[src/hdl/pbsd_pkg.sv]
// ----------------------------------------------------------------------------
// pbsd_pkg: shared types and constants of the BAR sizing decoder
// Item and record layouts, status codes, flag masks and the size helper.
// ----------------------------------------------------------------------------
package pbsd_pkg;

    localparam int SLOT_W  = 3;
    localparam int WORD_W  = 32;
    localparam int ADDR_W  = 64;
    localparam int CFG_W   = 3;
    // one bit more than a slot index, so a count up to 2**SLOT_W fits
    localparam int LIMIT_W = SLOT_W + 1;

    localparam logic [CFG_W-1:0]  SLOTS_RESET   = 3'd6;
    localparam logic [WORD_W-1:0] IO_FLAG_MASK  = 32'h0000_0003;
    localparam logic [WORD_W-1:0] MEM_FLAG_MASK = 32'h0000_000F;
    localparam logic [1:0]        MEM_TYPE_WIDE = 2'b10;
    localparam int                IO_BIT        = 0;
    localparam int                PREFETCH_BIT  = 3;

    typedef enum logic [1:0] {
        STATUS_PRESENT   = 2'd0,
        STATUS_ABSENT    = 2'd1,
        STATUS_MALFORMED = 2'd2
    } status_t;

    typedef struct packed {
        logic [SLOT_W-1:0] slot_index;
        logic [WORD_W-1:0] original_value;
        logic [WORD_W-1:0] sizing_readback;
    } item_t;

    typedef struct packed {
        logic [SLOT_W-1:0] record_slot;
        status_t           status;
        logic              is_memory;
        logic              is_wide;
        logic              prefetch_ok;
        logic [ADDR_W-1:0] region_base;
        logic [ADDR_W-1:0] region_size;
    } record_t;

    // handoff from the decoder to the result register
    typedef struct packed {
        logic    load;
        record_t rec;
    } result_ctl_t;

    // low half of a 64-bit BAR waiting for its high half
    typedef struct packed {
        logic              pending;
        logic [SLOT_W-1:0] slot;
        logic [WORD_W-1:0] low_base;
        logic [WORD_W-1:0] low_sizing;
        logic              prefetch;
    } hold_t;

    // 32-bit size: two's complement of the masked read-back, zero if unimplemented
    function automatic logic [ADDR_W-1:0] size32(input logic [WORD_W-1:0] readback,
                                                 input logic [WORD_W-1:0] flag_mask);
        logic [WORD_W-1:0] bits;
        bits = readback & ~flag_mask;
        return {{(ADDR_W-WORD_W){1'b0}}, (~bits + 1'b1)};
    endfunction

endpackage

[src/hdl/pci_bar_size_decoder.sv]
// ----------------------------------------------------------------------------
// pci_bar_size_decoder: PCI BAR sizing decoder
// Turns BAR value / all-ones read-back pairs into decoded region records.
// ----------------------------------------------------------------------------
// One slot request is taken per clock. A request sits in the input register
// and is decoded in a single pass into the result register, from which its
// record is offered on the result port. The decode pass (masking plus one
// 64-bit negate) sets the sustained rate of one request per cycle; only
// downstream stalls slow it.
// A 64-bit memory BAR gives its record with the request for the high slot;
// requests whose slot is not below the clamped slot count give no record.
// cfg_ready is always high; write the slot count only while the block is idle.
// ----------------------------------------------------------------------------
module pci_bar_size_decoder #(
    parameter int MAX_SLOTS = 6
) (
    input  logic         aclk,
    input  logic         aresetn,
    // slot count register
    input  logic         cfg_valid,
    output logic         cfg_ready,
    input  logic [2:0]   cfg_data,     // slots_in_use
    // slot requests
    input  logic         s_tvalid,
    output logic         s_tready,
    input  logic [71:0]  s_tdata,      // slot_index, original_value, sizing_readback
    // decoded records
    output logic         m_tvalid,
    input  logic         m_tready,
    output logic [135:0] m_tdata,      // record_slot, region_base, region_size
    output logic [4:0]   m_tuser       // status, is_memory, is_wide, prefetch_ok
);
    import pbsd_pkg::*;

    logic [CFG_W-1:0] slots_reg;
    item_t            s_item;
    item_t            item;
    logic             item_valid;
    logic             take;
    logic             out_free;
    result_ctl_t      result;
    record_t          m_rec;

    // slot count register
    assign cfg_ready = 1'b1;
    always_ff @(posedge aclk) begin
        if (!aresetn) begin
            slots_reg <= SLOTS_RESET;
        end else if (cfg_valid && cfg_ready) begin
            slots_reg <= cfg_data;
        end
    end

    // unpack the request
    assign s_item.slot_index      = s_tdata[2:0];
    assign s_item.original_value  = s_tdata[34:3];
    assign s_item.sizing_readback = s_tdata[66:35];

    // advance the held request when the result register has room
    assign take = item_valid && out_free;

    pbsd_in_stage u_in (
        .aclk       (aclk),
        .aresetn    (aresetn),
        .s_tvalid   (s_tvalid),
        .s_tready   (s_tready),
        .s_item     (s_item),
        .take       (take),
        .item_valid (item_valid),
        .item       (item)
    );

    pbsd_decode #(
        .MAX_SLOTS (MAX_SLOTS)
    ) u_decode (
        .aclk         (aclk),
        .aresetn      (aresetn),
        .take         (take),
        .item         (item),
        .slots_in_use (slots_reg),
        .result       (result)
    );

    pbsd_out_stage u_out (
        .aclk     (aclk),
        .aresetn  (aresetn),
        .result   (result),
        .free     (out_free),
        .m_tvalid (m_tvalid),
        .m_tready (m_tready),
        .m_rec    (m_rec)
    );

    // pack the record
    assign m_tdata = {5'b0, m_rec.region_size, m_rec.region_base, m_rec.record_slot};
    assign m_tuser = {m_rec.prefetch_ok, m_rec.is_wide, m_rec.is_memory, m_rec.status};

    // absent and malformed records carry no region
    a_empty_record: assert property (@(posedge aclk) disable iff (!aresetn)
        (m_tvalid && (m_rec.status != STATUS_PRESENT)) |->
        (!m_rec.is_memory && !m_rec.is_wide && !m_rec.prefetch_ok &&
         (m_rec.region_base == '0) && (m_rec.region_size == '0)))
        else $error("absent or malformed record carries region data");

    // an I/O region is never wide or prefetchable
    a_io_flags: assert property (@(posedge aclk) disable iff (!aresetn)
        (m_tvalid && !m_rec.is_memory) |-> (!m_rec.is_wide && !m_rec.prefetch_ok))
        else $error("I/O record with memory flags");

    // a wide pair always starts below the last slot
    a_wide_slot: assert property (@(posedge aclk) disable iff (!aresetn)
        (m_tvalid && m_rec.is_wide) |->
        (({1'b0, m_rec.record_slot} + 1'b1) < LIMIT_W'(MAX_SLOTS)))
        else $error("wide record starts in the last slot");

endmodule

[src/hdl/pbsd_in_stage.sv]
// ----------------------------------------------------------------------------
// pbsd_in_stage: input register
// Captures one slot request and holds it until the decoder takes it.
// ----------------------------------------------------------------------------
module pbsd_in_stage (
    input  logic          aclk,
    input  logic          aresetn,
    input  logic          s_tvalid,
    output logic          s_tready,
    input  pbsd_pkg::item_t s_item,
    input  logic          take,
    output logic          item_valid,
    output pbsd_pkg::item_t item
);
    import pbsd_pkg::*;

    logic  valid_reg;
    logic  valid_next;
    item_t item_reg;
    item_t item_next;

    // accept when empty or when the held request leaves this cycle
    assign s_tready = !valid_reg || take;

    always_comb begin
        valid_next = valid_reg;
        item_next  = item_reg;
        if (s_tready) begin
            valid_next = s_tvalid;
            if (s_tvalid) begin
                item_next = s_item;
            end
        end
    end

    always_ff @(posedge aclk) begin
        if (!aresetn) begin
            valid_reg <= 1'b0;
        end else begin
            valid_reg <= valid_next;
        end
    end

    always_ff @(posedge aclk) begin
        item_reg <= item_next;
    end

    assign item_valid = valid_reg;
    assign item       = item_reg;

endmodule

[src/hdl/pbsd_decode.sv]
// ----------------------------------------------------------------------------
// pbsd_decode: BAR decode and low-half hold
// Decodes one slot per cycle while not stalled; keeps a 64-bit BAR's low half.
// ----------------------------------------------------------------------------
module pbsd_decode #(
    parameter int MAX_SLOTS = 6
) (
    input  logic                         aclk,
    input  logic                         aresetn,
    input  logic                         take,
    input  pbsd_pkg::item_t              item,
    input  logic [pbsd_pkg::CFG_W-1:0]   slots_in_use,
    output pbsd_pkg::result_ctl_t        result
);
    import pbsd_pkg::*;

    localparam logic [LIMIT_W-1:0] MAX_LIMIT = LIMIT_W'(MAX_SLOTS);

    hold_t             hold_reg;
    hold_t             hold_next;
    logic [LIMIT_W-1:0] limit;
    logic [LIMIT_W-1:0] slot_ext;
    logic              in_range;
    logic              pair_done;
    logic              is_io;
    logic              wide;
    logic              pf;
    logic [ADDR_W-1:0] joined;
    record_t           rec;
    logic              emit;

    // clamp the slot count to 1..MAX_SLOTS
    always_comb begin
        priority if (slots_in_use == '0) begin
            limit = LIMIT_W'(1);
        end else if ({1'b0, slots_in_use} > MAX_LIMIT) begin
            limit = MAX_LIMIT;
        end else begin
            limit = {1'b0, slots_in_use};
        end
    end

    assign slot_ext  = {1'b0, item.slot_index};
    assign in_range  = slot_ext < limit;
    // slot 0 drops any held half, otherwise a held half takes this item as its top
    assign pair_done = hold_reg.pending && (item.slot_index != '0);
    assign is_io     = item.original_value[IO_BIT];
    assign wide      = (item.original_value[2:1] == MEM_TYPE_WIDE);
    assign pf        = item.original_value[PREFETCH_BIT];
    assign joined    = {item.sizing_readback, hold_reg.low_sizing & ~MEM_FLAG_MASK};

    // build the record and the next hold contents
    always_comb begin
        rec       = '0;
        emit      = 1'b0;
        hold_next = hold_reg;
        rec.record_slot = item.slot_index;
        rec.status      = STATUS_PRESENT;
        if (in_range) begin
            hold_next.pending = 1'b0;
            emit              = 1'b1;
            priority if (pair_done) begin
                rec.record_slot = hold_reg.slot;
                rec.is_memory   = 1'b1;
                rec.is_wide     = 1'b1;
                rec.prefetch_ok = hold_reg.prefetch;
                rec.region_base = {item.original_value, hold_reg.low_base};
                if (item.sizing_readback != '0) begin
                    rec.region_size = ~joined + 1'b1;
                end else begin
                    rec.region_size = size32(hold_reg.low_sizing, MEM_FLAG_MASK);
                end
            end else if (item.original_value == '0) begin
                rec.status = STATUS_ABSENT;
            end else if (is_io) begin
                rec.region_base = {{(ADDR_W-WORD_W){1'b0}},
                                   item.original_value & ~IO_FLAG_MASK};
                rec.region_size = size32(item.sizing_readback, IO_FLAG_MASK);
            end else if (!wide) begin
                rec.is_memory   = 1'b1;
                rec.prefetch_ok = pf;
                rec.region_base = {{(ADDR_W-WORD_W){1'b0}},
                                   item.original_value & ~MEM_FLAG_MASK};
                rec.region_size = size32(item.sizing_readback, MEM_FLAG_MASK);
            end else if ((slot_ext + 1'b1) >= limit) begin
                rec.status = STATUS_MALFORMED;
            end else begin
                // hold the low half, no record yet
                emit                   = 1'b0;
                hold_next.pending      = 1'b1;
                hold_next.slot         = item.slot_index;
                hold_next.low_base     = item.original_value & ~MEM_FLAG_MASK;
                hold_next.low_sizing   = item.sizing_readback;
                hold_next.prefetch     = pf;
            end
        end
    end

    always_ff @(posedge aclk) begin
        if (!aresetn) begin
            hold_reg <= '0;
        end else if (take) begin
            hold_reg <= hold_next;
        end
    end

    assign result.load = take && emit;
    assign result.rec  = rec;

endmodule

[src/hdl/pbsd_out_stage.sv]
// ----------------------------------------------------------------------------
// pbsd_out_stage: result register
// Holds one decoded record until the downstream side takes it.
// ----------------------------------------------------------------------------
module pbsd_out_stage (
    input  logic                  aclk,
    input  logic                  aresetn,
    input  pbsd_pkg::result_ctl_t result,
    output logic                  free,
    output logic                  m_tvalid,
    input  logic                  m_tready,
    output pbsd_pkg::record_t     m_rec
);
    import pbsd_pkg::*;

    logic    valid_reg;
    logic    valid_next;
    record_t rec_reg;
    record_t rec_next;

    // the register can take a new record when empty or being drained
    assign free = !valid_reg || m_tready;

    always_comb begin
        valid_next = valid_reg;
        rec_next   = rec_reg;
        if (free) begin
            valid_next = result.load;
        end
        if (result.load) begin
            rec_next = result.rec;
        end
    end

    always_ff @(posedge aclk) begin
        if (!aresetn) begin
            valid_reg <= 1'b0;
        end else begin
            valid_reg <= valid_next;
        end
    end

    always_ff @(posedge aclk) begin
        rec_reg <= rec_next;
    end

    assign m_tvalid = valid_reg;
    assign m_rec    = rec_reg;

endmodule

[config.mk]
export PLATFORM = sky130hd
export DESIGN_NAME = pci_bar_size_decoder
export DESIGN_NICKNAME = d
export VERILOG_FILES = /design/src/hdl/pbsd_pkg.sv /design/src/hdl/pci_bar_size_decoder.sv /design/src/hdl/pbsd_in_stage.sv /design/src/hdl/pbsd_decode.sv /design/src/hdl/pbsd_out_stage.sv
export SDC_FILE = /design/constraint.sdc
export NUM_CORES = 1
export LEC_CHECK = 0
export BUFFER_PORTS_ARGS = -buffer_cell sky130_fd_sc_hd__buf_2
export CAP_MARGIN = 20
export CELL_PAD_IN_SITES_DETAIL_PLACEMENT = 1
export CELL_PAD_IN_SITES_GLOBAL_PLACEMENT = 2
export CORE_AREA = 2 2 148 222
export CTS_CLUSTER_DIAMETER = 50
export CTS_CLUSTER_SIZE = 30
export DETAILED_ROUTE_END_ITERATION = 16
export DIE_AREA = 0 0 150 224
export PLACE_DENSITY = 0.91
export SETUP_SLACK_MARGIN = 0.4
export SLEW_MARGIN = 40
export SYNTH_ARGS = -nofsm -noshare
export SYNTH_HDL_FRONTEND = slang
export SYNTH_SLANG_ARGS = --single-unit
[constraint.sdc]
create_clock -name aclk -period 12.9 [get_ports aclk]
set_input_delay 0 -clock aclk [delete_from_list [all_inputs] [get_ports aclk]]
set_output_delay 0 -clock aclk [all_outputs]
set_load 0.1 [all_outputs]
# Word level (Yosys, flattened, before mapping)
# Cells that the tools add are included.
[op_classes]
addsub = 5
n_reduce_logical = 16
muxes = 30
n_bitwise = 10
magnitude_cmp = 3
n_eq_ne = 1
[ops]
columns = ["operator", "count"]
rows = [
  ["$mux 129", 3],
  ["$mux 69", 5],
  ["$mux 136", 1],
  ["$mux 128", 1],
  ["$add 32x1->32 const B", 3],
  ["$not 32->32", 3],
  ["$add 64x1->64 const B", 1],
  ["$mux 64", 1],
  ["$not 64->64", 1],
  ["$logic_not 32->1", 1],
  ["$reduce_bool 32->1", 1],
  ["$mux 3", 4],
  ["$mux 1", 11],
  ["$mux 2", 4],
  ["$reduce_and 7->1", 1],
  ["$not 1->1", 6],
  ["$reduce_or 5->1", 1],
  ["$add 3x1->4 const B", 1],
  ["$ge 4x4->1", 1],
  ["$reduce_and 2->1", 2],
  ["$gt 3x3->1 const B", 1],
  ["$logic_and 1x1->1", 3],
  ["$logic_not 3->1", 1],
  ["$lt 3x3->1", 1],
  ["5 further kinds", 7],
]
[totals]
elab_cells = 84
reg_bits = 273
output_inout_bits = 144
input_bits = 80

# Longest topological paths before layout
[depth]
ltp_word = 11
ltp_mapped = 10
depth_no_buf = 9

# Cells and area by module
# A second synthesis with hierarchy kept.
[unflattened]
cells_unflattened = 1073
area_unflattened_um2 = 12721.0
[by_module_without_submodules]
columns = ["module", "seq_area_each_um2", "instances", "cells_each", "area_per_inst_um2"]
rows = [
  ["pbsd_decode", 1221.2, 1, 843, 6356.1],
  ["pbsd_out_stage", 4103.9, 1, 140, 4132.7],
  ["pbsd_in_stage", 2031.9, 1, 72, 2069.5],
  ["pci_bar_size_decoder", 60.1, 1, 18, 162.7],
]

# Worst setup path before layout
# No wires, ideal clock.
[synth_timing]
path_kind = "register to register"
startpoint = "register u_in.item_reg, in the netlist u_in.item[64]"
endpoint = "register u_out.rec_reg, in the netlist u_out.m_rec[100], enable pin"
t_arrival_ns = 7.315
slack_ns = 4.960
path_buffers = 2
period_less_slack_ns = 7.940
setup_time_ns = 0.626
required_time_ns = 12.274
path_stages_with_launch = 10
path_cell_list = "edfxtp_1 inv_1 ha_1 ha_1 a21boi_0 o21ai_0 and4_1 clkbuf_1 clkbuf_1 nor2_1"
[synth_lines]
columns = ["element", "line_no", "text"]
rows = [
  ["from (decl)", "pbsd_in_stage.sv:19", "item_t item_reg;"],
  ["from (signal assigned)", "pbsd_in_stage.sv:45", "item_reg <= item_next;"],
  ["to (signal assigned)", "pbsd_out_stage.sv:44", "rec_reg <= rec_next;"],
  ["to (decl)", "pbsd_out_stage.sv:18", "record_t rec_reg;"],
]

# Worst setup path after layout
[layout_timing]
startpoint = "register u_in.item_reg, in the netlist u_in.item[4]"
endpoint = "register u_out.rec_reg, in the netlist u_out.m_rec[40], data pin"
[layout_between]
elab_chain_len = 4
word_cells_on_any_way = 5
classes_between = "add/sub (1); mux (2); bitwise (1); reduce/logical (1)"
[layout_rtl]
columns = ["element", "line_no", "text"]
rows = [
  ["$not 64->64", "pbsd_decode.sv:69", "rec.region_size = ~joined + 1'b1;"],
  ["$add 64x1->64", "pbsd_decode.sv:69", ""],
  ["$mux 64 (*)", "pbsd_decode.sv:68", "if (item.sizing_readback != '0) begin"],
  ["$mux 129 (*)", "pbsd_decode.sv:62", "priority if (pair_done) begin"],
]
# Mark *: on every way between the ends. The rest lies on a longest branch, timed or not.
# A chain may end at the register's enable or synchronous reset.

==> metrics.md <==
| Metric | Value |
|---|---|
| Vias in the first global route | `10,300` |
| # nets final | `1,408` |
| CP arrival | `roughly 4.2 ns` |
| Grt ovf | `0` |
| Max_cap viols | `0` |
| CTS max path bufs | `3` |
| Num rows | `80` |
| Crit path launch | `u_in.item[4]$_DFFE_PP_` |
| Post-CTS Setup Bufs | `0` |
| #FFs+latches synth | `~270` |
| Fin crit period | `roughly 3.8 ns` |
| Initial core utilization | `0.386` |
| DR vias/cell | `5.67` |
| CTS H-tree depth | `1` |
| Hold WS | `0.139 ns` |
| Total GRT Usage | `0.246` |
| Max Clock Freq | `0.260 GHz` |
| DIE HEIGHT | `224 um` |
| Num Clock Sinks | `between 200 and 300` |
| Final Max Slew Viols | `0` |
| Outcome | `finished clean` |
| Number of iterations in the first detailed-routing pass | `4` |
| LEAKAGE | `approximately 5.8 nW` |
| Detailed Route WL | `roughly 41,000 um` |
| Final hold vios | `0` |
| RSZ-0062 raised after global routing | `no` |
| Hold Path Class | `in2reg` |
| DIE AREA | `roughly 34,000 um^2` |
| Peak supply drop | `~0.094 mV` |
| First-pass GRT wire length | `between 60,000 and 70,000 um` |
| Antenna violations before repair | `0` |
| Post-synthesis sequential area ratio | `0.598` |
| Max reg flops | `132` |
| Storage cell area | `7300 um^2` |
| Share of cells above drive strength 1 | `0.222` |
| Post-synth top area cell | `edfxtp_1` |
| Endpoint class of the critical path | `flop` |
| Multi-input gate area | `approximately 4500 um^2` |
| Crit Path Max Fanout | `30` |
| Clock transition at path regs | `about 0.090 ns` |
| Relative max-transition margin | `0.444` |
| Residual DRC count | `0` |
| Post-synth top cells | `edfxtp_1 (199), nand3_1 (87), o21ai_0 (75)` |
| Final Util | `0.484` |
| I/O Pins | `224` |
| Cell count after synthesis | `1,068` |
| Die X | `approximately 150 um` |
| Cell with the most instances after synthesis | `edfxtp_1` |
| DP HPWL | `roughly 28,000 um` |
| Port-buffer cells | `208` |
| Worst-Skew Late Latency | `about 0.58 ns` |
| Total number of vias | `~9,900` |
| Root Driver | `clkbuf_16` |
| Yosys top cell area share | `0.490` |
| Final Cycle Share | `0.298` |
| CP required | `about 13 ns` |
| Initial DRC Count | `roughly 470` |
| Synth warn | `0` |
| Fraction of registers with async set/reset | `0` |
| Fillers | `about 3,500` |
| TritonCTS buffer count | `25` |
| Critical path class | `reg2reg` |
| Worst Tran Pin Value | `roughly 0.82 ns` |
| Area growth syn-to-layout | `25.6%` |
| Setup TNS | `0 ns` |
| Startpoint types | `flop` |
| Final Wtd Congestion | `roughly 0.94` |
| Worst Hold Launch | `s_tdata[6]` |
| Clk_skew | `0.0253 ns` |
| Top post-synthesis cells by area | `edfxtp_1 (49%), dfxtp_1 (11%), a21boi_0 (3.7%)` |
| TritonCTS clock tree | `yes` |
| Mapped cell area | `approximately 12,000 um^2` |
| Largest net degree at the start of global routing | `81` |
| Synth cell types | `a little under 70` |
| Drt wl/cell | `between 20 and 25 um` |
| Post-route ant nets | `0` |
| Post-synth EDFFs | `199` |
| FF-to-FF Start | `u_in.item[4]$_DFFE_PP_` |
| Antenna Cells | `0` |
| Final setup fails | `0` |
| Cell Pwr Density | `roughly 140 nW/um^2` |
| Main synth FF type | `edfxtp_1` |
| Core area | `31,600 um^2` |
| Synth Area per Inst | `about 11 um^2` |
## timing repair
action | 4_1_cts | 5_1_grt
hold buffers | 79 | 0
hold endpoints to repair | 81 | 0
resized for setup | 0 | 0
## metal layers
metal	global-route usage	share of wire
met1	0.283	0.37
met2	0.450	0.53
met3	0.0273	0.046
met4	0.119	0.052
met5	0	0
## report_power, final
group	leakage, nW	internal, mW	switching, mW
Clock	0.445	0.420	0.391
Sequential	2.53	0.956	0.0297
Combinational	2.81	0.0831	0.252
## final cells by class
class                      count  area share
sequential                   265       0.476
tap                          410      0.0335
timing repair buffer         307       0.131
clock buffer                  26      0.0425
clock inverter                20      0.0176
multi-input combinational    698       0.294
inverter                      20     0.00490
## stage by stage
step                setup WS, ns  area (um^2)  total power, mW  cells
floorplan                   4.96        12200             1.23   1076
global placement            8.73        13500             1.31   1618
detailed placement          9.04        13600             1.32   1621
CTS                         9.03        15300             2.15   1746
global route                8.80        15300             2.20   1746
finish                      9.06        15300             2.13   1746
## worst max-delay path, cell delays in order (launching register included)
cell and delay, ns:
edfxtp_1 0.54, inv_1 0.17, ha_1 0.32, nor4b_1 0.70, nand3_1 0.45, or4_4 0.67, nand2_2 0.51, o21ba_1 0.23
## placed cells by master (no fill, tap or decap), types with 17 or more instances in the layout
master and instances:
a22o_1 30, xor2_1 19, inv_1 19, nor2_1 42, o21ai_0 74, nand3_1 87
dfxtp_1 66, buf_2 207, edfxtp_1 199, xnor2_1 17, nand2_1 33, clkbuf_16 26
nor4_1 42, nor3_1 40, and2_1 31, a21boi_0 60, dlygate4sd3_1 79
## kinds of logic after synthesis
logic type	Yosys count	share of synthesized area
flops	265	0.598
xor+xnor	36	0.0259
simple gates	363	0.165
buf+inv	113	0.0390
compound gates	272	0.155
mux	5	0.00410
fa+ha+maj	12	0.0121
other cells	2	0.000616
## path summary, 6_finish.rpt
kind	cells after the start	endpoint	slack, ns
hold reg to reg	2	u_decode.hold_reg[68]$_SDFFE_PN0P_	0.48
hold / removal	2	u_in.item[35]$_DFFE_PP_	0.14
setup reg to reg	7	u_out.m_rec[40]$_SDFFCE_PP0P_	9.06
setup / recovery	7	u_out.m_rec[40]$_SDFFCE_PP0P_	9.06
(Power assumes the default switching activity.)
